`config.mk`:
```
export PLATFORM = sky130hd
export DESIGN_NAME = pop3_response_framer
export DESIGN_NICKNAME = d
export VERILOG_FILES = /design/src/hdl/p3rf_pkg.sv /design/src/hdl/pop3_response_framer.sv /design/src/hdl/p3rf_in_stage.sv /design/src/hdl/p3rf_parser.sv
export VERILOG_INCLUDE_DIRS = /design/src /design/src/hdl
export SDC_FILE = /design/constraint.sdc
export NUM_CORES = 1
export LEC_CHECK = 0
export BUFFER_PORTS_ARGS = -buffer_cell sky130_fd_sc_hd__buf_2
export CAP_MARGIN = 20
export CORE_MARGIN = 1
export CORE_UTILIZATION = 45
export DETAILED_ROUTE_END_ITERATION = 16
export GPL_TIMING_DRIVEN = 0
export MAX_ROUTING_LAYER = met4
export SETUP_SLACK_MARGIN = 0.02
export SYNTH_ARGS = -nofsm -noshare
export SYNTH_HDL_FRONTEND = slang
export SYNTH_HIERARCHICAL = 1
export SYNTH_SLANG_ARGS = --single-unit
export TNS_END_PERCENT = 100
```
`constraint.sdc`:
```
create_clock -name clock -period 4.9 [get_ports clock]
set_input_delay 0.735 -clock clock [delete_from_list [all_inputs] [get_ports clock]]
set_output_delay 0.735 -clock clock [all_outputs]
set_load 0.005 [all_outputs]
```
`src/hdl/pop3_response_framer_macros.svh`:
```
// ---------------------------------------------------------------------------
// pop3 response framer assertion macros
// shared property wrappers clocked on clock and disabled in reset
// ---------------------------------------------------------------------------
`ifndef POP3_RESPONSE_FRAMER_MACROS_SVH
`define POP3_RESPONSE_FRAMER_MACROS_SVH

// same-cycle implication
`define P3RF_ASSERT_IMP(lbl, ante, cons) \
   lbl: assert property (@(posedge clock) disable iff (reset) (ante) |-> (cons)) \
      else $error("p3rf assertion failed");

// next-cycle implication
`define P3RF_ASSERT_NXT(lbl, ante, cons) \
   lbl: assert property (@(posedge clock) disable iff (reset) (ante) |=> (cons)) \
      else $error("p3rf assertion failed");

`endif

```
`src/hdl/p3rf_pkg.sv`:
```
// ---------------------------------------------------------------------------
// p3rf_pkg
// types and constants shared by the pop3 response framer
// ---------------------------------------------------------------------------
package p3rf_pkg;

   localparam int unsigned CountWidth = 10;
   localparam int unsigned TermWidth  = 3;

   localparam logic [CountWidth-1:0] CountMax        = 10'd1023;
   localparam logic [CountWidth-1:0] MaxBytesDefault = 10'd512;

   // characters of the framing
   localparam logic [7:0] ChCr    = 8'h0D;
   localparam logic [7:0] ChLf    = 8'h0A;
   localparam logic [7:0] ChDot   = 8'h2E;
   localparam logic [7:0] ChPlus  = 8'h2B;
   localparam logic [7:0] ChO     = 8'h4F;
   localparam logic [7:0] ChK     = 8'h4B;
   localparam logic [7:0] ChMinus = 8'h2D;
   localparam logic [7:0] ChE     = 8'h45;
   localparam logic [7:0] ChR     = 8'h52;

   // terminator position codes
   localparam logic [TermWidth-1:0] TpNone   = 3'd0;
   localparam logic [TermWidth-1:0] TpCr     = 3'd1;
   localparam logic [TermWidth-1:0] TpLineLf = 3'd2;
   localparam logic [TermWidth-1:0] TpDot    = 3'd3;
   localparam logic [TermWidth-1:0] TpDotCr  = 3'd4;
   localparam logic [TermWidth-1:0] TpFinal  = 3'd5;

   typedef enum logic [3:0] {
      PH_INIT     = 4'd0,
      PH_OK       = 4'd1,
      PH_ERR      = 4'd2,
      PH_TEXT     = 4'd3,
      PH_LINE_END = 4'd4,
      PH_BODY     = 4'd5,
      PH_TERM     = 4'd6,
      PH_DONE     = 4'd7,
      PH_ERROR    = 4'd8
   } phase_type;

   typedef struct packed {
      logic [7:0] data_byte;
      logic       expect_multiline;
      logic       start_new;
   } req_type;

   typedef struct packed {
      logic [3:0] parse_state;
      logic       status_positive;
      logic       error_flag;
      logic       done_flag;
   } rsp_type;

   typedef struct packed {
      phase_type              phase;
      logic [CountWidth-1:0]  line_position;
      logic [TermWidth-1:0]   terminator_position;
      logic [CountWidth-1:0]  bytes_seen;
      logic                   positive_status;
   } parser_state_type;

   localparam parser_state_type ParserClear = '{
      phase:               PH_INIT,
      line_position:       '0,
      terminator_position: TpNone,
      bytes_seen:          '0,
      positive_status:     1'b0
   };

endpackage

```
`src/hdl/pop3_response_framer.sv`:
```
// ---------------------------------------------------------------------------
// pop3_response_framer
// follows the framing of a pop3 server reply one byte per request
// ---------------------------------------------------------------------------
//  channel  direction  payload                       handshake
//  req      in         data byte, multiline, start   req_valid / req_ready
//  rsp      out        state, status, error, done    rsp_valid / rsp_ready
//  csr      in         max_response_bytes (10 bit)   csr_valid / csr_ready
//
//  one request per cycle sustained while rsp_ready is high; a request reaches rsp
//  through the input register, then the result register
//  the framing state updates once per step, which sets that rate
//  reset clears the parser, both stage valids and restores the limit to 512
//  a stalled rsp holds its result while the input register still takes one
// ---------------------------------------------------------------------------
`include "pop3_response_framer_macros.svh"

module pop3_response_framer
   import p3rf_pkg::*;
(
   input  logic                  clock,
   input  logic                  reset,
   input  logic                  req_valid,
   output logic                  req_ready,
   input  req_type               req_data,
   output logic                  rsp_valid,
   input  logic                  rsp_ready,
   output rsp_type               rsp_data,
   input  logic                  csr_valid,
   output logic                  csr_ready,
   input  logic [CountWidth-1:0] csr_data
);

   logic                  s1_valid;
   req_type               s1_data;
   logic                  step;
   rsp_type               step_rsp;
   logic                  rsp_valid_ff, rsp_valid_in;
   rsp_type               rsp_data_ff, rsp_data_in;
   logic [CountWidth-1:0] max_bytes_ff, max_bytes_in;

   // held request present and result register free or draining this cycle
   assign step = s1_valid && (!rsp_valid_ff || rsp_ready);

   p3rf_in_stage u_in_stage (
      .clock      (clock),
      .reset      (reset),
      .req_valid  (req_valid),
      .req_ready  (req_ready),
      .req_data   (req_data),
      .drain      (step),
      .hold_valid (s1_valid),
      .hold_data  (s1_data)
   );

   p3rf_parser u_parser (
      .clock     (clock),
      .reset     (reset),
      .step_en   (step),
      .step_req  (s1_data),
      .max_bytes (max_bytes_ff),
      .step_rsp  (step_rsp)
   );

   // result register
   always_comb begin
      rsp_valid_in = rsp_valid_ff;
      rsp_data_in  = rsp_data_ff;
      if (step) begin
         rsp_valid_in = 1'b1;
         rsp_data_in  = step_rsp;
      end else if (rsp_ready) begin
         rsp_valid_in = 1'b0;
      end
   end

   // length limit register
   assign csr_ready    = 1'b1;
   assign max_bytes_in = csr_valid ? csr_data : max_bytes_ff;

   always_ff @(posedge clock) begin
      if (reset) begin
         rsp_valid_ff <= 1'b0;
         max_bytes_ff <= MaxBytesDefault;
      end else begin
         rsp_valid_ff <= rsp_valid_in;
         max_bytes_ff <= max_bytes_in;
      end
      rsp_data_ff <= rsp_data_in;
   end

   assign rsp_valid = rsp_valid_ff;
   assign rsp_data  = rsp_data_ff;

   // checks
   `P3RF_ASSERT_IMP(a_flags_exclusive, rsp_valid, !(rsp_data.error_flag && rsp_data.done_flag))
   `P3RF_ASSERT_IMP(a_stall_means_held, !req_ready, s1_valid && rsp_valid_ff && !rsp_ready)
   `P3RF_ASSERT_NXT(a_step_loads_result, step, rsp_valid_ff)

endmodule

```
`src/hdl/p3rf_in_stage.sv`:
```
// ---------------------------------------------------------------------------
// p3rf_in_stage
// input register for requests, refilled in the cycle it is drained
// ---------------------------------------------------------------------------
module p3rf_in_stage
   import p3rf_pkg::*;
(
   input  logic    clock,
   input  logic    reset,
   input  logic    req_valid,
   output logic    req_ready,
   input  req_type req_data,
   input  logic    drain,
   output logic    hold_valid,
   output req_type hold_data
);

   logic    valid_ff, valid_in;
   req_type data_ff, data_in;
   logic    take;

   // accept when empty or when the held request leaves this cycle
   assign req_ready = !valid_ff || drain;
   assign take      = req_valid && req_ready;

   always_comb begin
      valid_in = valid_ff;
      data_in  = data_ff;
      if (take) begin
         valid_in = 1'b1;
         data_in  = req_data;
      end else if (drain) begin
         valid_in = 1'b0;
      end
   end

   always_ff @(posedge clock) begin
      if (reset) begin
         valid_ff <= 1'b0;
      end else begin
         valid_ff <= valid_in;
      end
      data_ff <= data_in;
   end

   assign hold_valid = valid_ff;
   assign hold_data  = data_ff;

endmodule

```
`src/hdl/p3rf_parser.sv`:
```
// ---------------------------------------------------------------------------
// p3rf_parser
// framing state and one-byte step logic of the pop3 reply parser
// ---------------------------------------------------------------------------
module p3rf_parser
   import p3rf_pkg::*;
(
   input  logic                  clock,
   input  logic                  reset,
   input  logic                  step_en,
   input  req_type               step_req,
   input  logic [CountWidth-1:0] max_bytes,
   output rsp_type               step_rsp
);

   parser_state_type state_ff, state_in;
   parser_state_type cur;
   parser_state_type nxt;
   logic [7:0]       b;
   logic             ok_match;
   logic             err_match;

   assign b = step_req.data_byte;

   // start from a cleared parser when a new response begins
   assign cur = step_req.start_new ? ParserClear : state_ff;

   // expected indicator characters at the current line position
   always_comb begin
      case (cur.line_position)
         10'd0:   ok_match = (b == ChPlus);
         10'd1:   ok_match = (b == ChO);
         10'd2:   ok_match = (b == ChK);
         default: ok_match = 1'b0;
      endcase
      case (cur.line_position)
         10'd0:   err_match = (b == ChMinus);
         10'd1:   err_match = (b == ChE);
         10'd2:   err_match = (b == ChR);
         10'd3:   err_match = (b == ChR);
         default: err_match = 1'b0;
      endcase
   end

   // one framing step
   always_comb begin
      nxt = cur;
      case (cur.phase)
         PH_INIT: begin
            if (b == ChPlus) begin
               nxt.phase           = PH_OK;
               nxt.positive_status = 1'b1;
               nxt.line_position   = 10'd1;
            end else if (b == ChMinus) begin
               nxt.phase           = PH_ERR;
               nxt.positive_status = 1'b0;
               nxt.line_position   = 10'd1;
            end else begin
               nxt.phase = PH_ERROR;
            end
         end
         PH_OK: begin
            if (!ok_match) begin
               nxt.phase = PH_ERROR;
            end else begin
               if (cur.line_position == 10'd2) nxt.phase = PH_TEXT;
               nxt.line_position = cur.line_position + 10'd1;
            end
         end
         PH_ERR: begin
            if (!err_match) begin
               nxt.phase = PH_ERROR;
            end else begin
               if (cur.line_position == 10'd3) nxt.phase = PH_TEXT;
               nxt.line_position = cur.line_position + 10'd1;
            end
         end
         PH_TEXT: begin
            if (b == ChCr) begin
               nxt.phase               = PH_LINE_END;
               nxt.terminator_position = TpCr;
            end
         end
         PH_LINE_END: begin
            if (b != ChLf) begin
               nxt.phase = PH_ERROR;
            end else if (step_req.expect_multiline && cur.positive_status) begin
               nxt.phase               = PH_BODY;
               nxt.line_position       = '0;
               nxt.terminator_position = TpLineLf;
            end else begin
               nxt.phase = PH_DONE;
            end
         end
         PH_BODY: begin
            if (b == ChCr) begin
               nxt.terminator_position = TpCr;
            end else if (b == ChLf) begin
               if (cur.terminator_position != TpCr) begin
                  nxt.phase = PH_ERROR;
               end else begin
                  nxt.line_position       = '0;
                  nxt.terminator_position = TpLineLf;
               end
            end else if (b == ChDot && cur.line_position == '0) begin
               nxt.phase               = PH_TERM;
               nxt.terminator_position = TpDot;
            end else if (cur.line_position != CountMax) begin
               nxt.line_position = cur.line_position + 10'd1;
            end
         end
         PH_TERM: begin
            if (cur.terminator_position == TpDot) begin
               if (b == ChCr) begin
                  nxt.terminator_position = TpDotCr;
               end else begin
                  // dot-stuffed line, byte counts as content
                  nxt.phase               = PH_BODY;
                  nxt.terminator_position = TpNone;
                  nxt.line_position       = 10'd1;
               end
            end else if (cur.terminator_position == TpDotCr && b == ChLf) begin
               nxt.phase               = PH_DONE;
               nxt.terminator_position = TpFinal;
            end else begin
               nxt.phase = PH_ERROR;
            end
         end
         default: begin
            nxt.phase = PH_ERROR;
         end
      endcase

      // length limit and saturating byte count
      if (cur.bytes_seen >= max_bytes) nxt.phase = PH_ERROR;
      if (cur.bytes_seen != CountMax) nxt.bytes_seen = cur.bytes_seen + 10'd1;
   end

   assign state_in = step_en ? nxt : state_ff;

   always_ff @(posedge clock) begin
      if (reset) begin
         state_ff <= ParserClear;
      end else begin
         state_ff <= state_in;
      end
   end

   // result of this step
   always_comb begin
      step_rsp.parse_state     = nxt.phase;
      step_rsp.status_positive = nxt.positive_status;
      step_rsp.error_flag      = (nxt.phase == PH_ERROR);
      step_rsp.done_flag       = (nxt.phase == PH_DONE);
   end

endmodule
```
==> metrics.csv <==
stage,metric,value,unit
sta,relative slew slack,0.518,
global_route,vias in the first global route,3338,
finish,Area growth syn-to-layout,13.4,%
power_and_ir_drop,Comb pwr share,0.115,
routing,Remaining DRCs,0,
worst_setup_path,kind of end point of the critical path,register,
sta,setup violators final,0,
global_route,GRT Overall Usage,0.262,
power_and_ir_drop,power density over the cells,262,mW/mm^2
power_and_ir_drop,Clock power frac,0.421,
worst_setup_path,startpoint types,register,
routing,Wirelength per Cell,17.2,um
floorplan,Starting Density,0.474,
global_route,first-pass GRT wire length,17.0,mm
sta,Fin. Hold Viols,0,
routing,vias,3598,
finish,fraction of layout cells with a size suffix above 1,0.163,
global_route,pin count of the biggest net entering global routing,14,
clock_network,Worst-Skew Late Latency,0.35,ns
finish,fillers,752,
clock_network,"Reg clk slew, reported paths",0.07,ns
clock_network,clock sink count,57,
placement,Buffers on Ports,33,
power_and_ir_drop,switching power,0.000291,W
synthesis,register bit total from synthesis,57,
flow_run,Max Cap Viol,0,
routing,Initial DRT Pass Iterations,6,
routing,via density per instance,6.01,
sta,Least-Margin Pin Slew,0.713,ns
floorplan,Die X,92.9,um
worst_setup_path,r2r worst-path depth,13,
synthesis,number of synthesis warnings,6,
clock_network,CTS resizes,0,
sta,setup TNS,0,ns
sta,final hold slack,0.497,ns
finish,n_diodes,0,
synthesis,Synth cell types,78,
clock_network,Max Root-Sink Buffers,2,
clock_network,CTS buffer count,9,
min_path,HP Class,register to register,
sta,RSZ-0062 raised after global routing,no,
power_and_ir_drop,Flop pwr share,0.465,
placement,hpwl dp,7.53,mm
floorplan,number of placement rows,32,
synthesis,main flop type after synthesis,dfxtp_1,
routing,initial drt markers,345,
floorplan,Placeable Area,0.00785,sq mm
sta,fin crit share,0.839,
clock_network,CTS tree,yes,
global_route,total grt overflow,0,
synthesis,"Seq/Total Area, Yosys",0.353,
sta,Period minus WS final,4.11,ns
placement,gp weighted congestion,0.936,
routing,Final ANT Viol Nets,0,
power_and_ir_drop,VDD IR max,0.205,mV
worst_setup_path,worst path required time,5.01,ns
floorplan,io pins,35,
global_route,antenna violations before repair,0,
clock_network,Root Buffer,clkbuf_8,
clock_network,post-CTS setup buffer count,0,
power_and_ir_drop,Pint,0.000816,W
worst_setup_path,worst-path fanout max,10,
worst_setup_path,crit path kind,register to register,
synthesis,Post-synth EDFFs,17,
synthesis,"Net Count, Synth",487,
sta,fmax,243,MHz
sta,Fin Clk Skew,0.00672,ns
synthesis,average cell area after synthesis,8.30,sq um
synthesis,Post-Syn Area,0.00372,sq mm
worst_setup_path,CP arrival,4.22,ns
power_and_ir_drop,Leak Pwr,1.62,nW
clock_network,H-tree Lvls,3,
floorplan,Die Y,92.9,um
finish,fin nets,531,
routing,DRT Wirelength,10.3,mm
run_status,run status,completed,
floorplan,die area,0.00863,sq mm
min_path,hold path depth,2,
synthesis,fraction of registers with async set/reset,0,
sta,final slew viol count,0,
power_and_ir_drop,sw frac,0.263,
synthesis,gate count after technology mapping,448,
clock_network,hold_buf cts,0,
==> worst paths after layout <==
kind	startpoint	end	slack, ns
max	u_in_stage/hold_data[0]	rsp_data[5]	0.79
min	max_bytes_ff[3]	max_bytes_ff[3]	0.50
max reg2reg	u_in_stage/hold_data[0]	rsp_data[5]	0.79
min reg2reg	max_bytes_ff[3]	max_bytes_ff[3]	0.50
==> state kept, by name, indices dropped and copies added, names as in the netlist <==
name,count
u_parser/state_ff,28
max_bytes_ff,10
u_in_stage/hold_data,10
rsp_data,7
rsp_valid,1
u_in_stage/hold_valid,1
==> per-layer routing <==
layer	vias up	part of all wire	track usage
met4	0	0.013	0.0974
met5	-	0	-
met1	1671	0.48	0.364
li1	1734	-	-
met2	174	0.44	0.381
met3	19	0.074	0.0452
==> per-stage QoR <==
step	instance area (sq um)	util	setup WS, ns	cells	power (W)
global placement	4010	0.511	0.841	583	0.000647
CTS	4220	0.537	0.848	599	0.00112
detailed placement	4010	0.511	0.894	583	0.000649
global route	4220	0.537	0.562	599	0.00115
floorplan	3720	-	1.99	448	0.000605
finish	4220	0.537	0.788	599	0.00111
==> power by group through the flow <==
| stage | sequential (W) | combinational (W) | clock [W] |
|---|---|---|---|
| finish | 0.000514 | 0.000127 | 0.000465 |
| detailed placement | 0.000525 | 0.000125 | 0 |
| global placement | 0.000524 | 0.000124 | 0 |
| global route | 0.000516 | 0.000140 | 0.000496 |
| floorplan | 0.000523 | 0.0000819 | 0 |
| CTS | 0.000514 | 0.000126 | 0.000476 |
==> synthesized netlist by cell type, types with 3 or more instances <==
| cell | n | area share |
|---|---|---|
| nand3_1 | 15 | 0.020 |
| nor4b_1 | 4 | 0.0094 |
| edfxtp_1 | 17 | 0.14 |
| mux2i_1 | 10 | 0.027 |
| nor3_2 | 3 | 0.0081 |
| nand4b_1 | 3 | 0.0071 |
| nand2b_1 | 5 | 0.0084 |
| nand3b_1 | 7 | 0.014 |
| and3_1 | 5 | 0.0084 |
| buf_4 | 6 | 0.012 |
| nor2b_1 | 15 | 0.025 |
| a211o_1 | 4 | 0.0094 |
| a22oi_1 | 6 | 0.012 |
| a21oi_1 | 24 | 0.032 |
| dfxtp_1 | 40 | 0.22 |
| o21ai_0 | 23 | 0.031 |
| inv_1 | 21 | 0.021 |
| o211ai_1 | 5 | 0.010 |
| nor3b_1 | 3 | 0.0061 |
| a211oi_1 | 5 | 0.010 |
| and2_1 | 3 | 0.0050 |
| nor3_1 | 10 | 0.013 |
| a311oi_1 | 3 | 0.0071 |
| a41oi_1 | 4 | 0.0094 |
| o32ai_1 | 5 | 0.012 |
| o31ai_1 | 4 | 0.0081 |
| nor2_1 | 46 | 0.046 |
| buf_2 | 9 | 0.012 |
| ha_1 | 14 | 0.047 |
| a21o_1 | 5 | 0.010 |
| nand4_1 | 4 | 0.0067 |
| nand2_1 | 44 | 0.044 |
| a31oi_1 | 7 | 0.012 |
| or3_1 | 3 | 0.0050 |
| nor4_1 | 5 | 0.0084 |
| clkbuf_1 | 12 | 0.012 |
==> layout make-up <==
cell class / instances / area (sq um) / area share
plain buffers: 29 / 150 / 0.0356
clock buffers: 12 / 156 / 0.0371
clock inverters: 4 / 48.8 / 0.0116
inverters: 22 / 82.6 / 0.0196
multi-input cells: 340 / 2170 / 0.516
flip-flops and latches: 57 / 1310 / 0.311
well taps: 102 / 128 / 0.0303
repair buffers: 33 / 165 / 0.0392
==> worst max-delay path, stage by stage (launching register included) <==
cell,delay [ns]
edfxtp_1,0.33
clkbuf_1,0.42
clkbuf_1,0.54
buf_2,0.37
clkbuf_1,0.42
nor2b_1,0.15
ha_1,0.30
a21o_1,0.10
a21oi_1,0.08
o21a_1,0.21
o221ai_1,0.49
o21bai_1,0.25
inv_1,0.07
buf_4,0.13
==> kinds of logic (layout without fill, tap and decap cells) <==
group           Yosys count  in the layout  share of synthesized area
compound gates          119            119                      0.219
xor+xnor                  2              2                    0.00471
mux                      10             10                     0.0269
flops                    57             57                      0.353
buf+inv                  51            100                     0.0626
fa+ha+maj                14             14                     0.0471
simple gates            194            194                      0.286
other cells               1              1                    0.00101
==> cell usage in the layout, fill, tap and decap left out, types with 6 or more instances in the layout <==
master / instances
nor2_1: 46
nand2_1: 44
buf_2: 42
dfxtp_1: 40
a21oi_1: 24
o21ai_0: 23
inv_1: 21
edfxtp_1: 17
nor2b_1: 15
nand3_1: 15
clkbuf_1: 14
ha_1: 14
mux2i_1: 10
nor3_1: 10
clkbuf_8: 9
a31oi_1: 7
nand3b_1: 7
buf_4: 6
a22oi_1: 6
No activity file was read; power rests on OpenSTA's default activity.
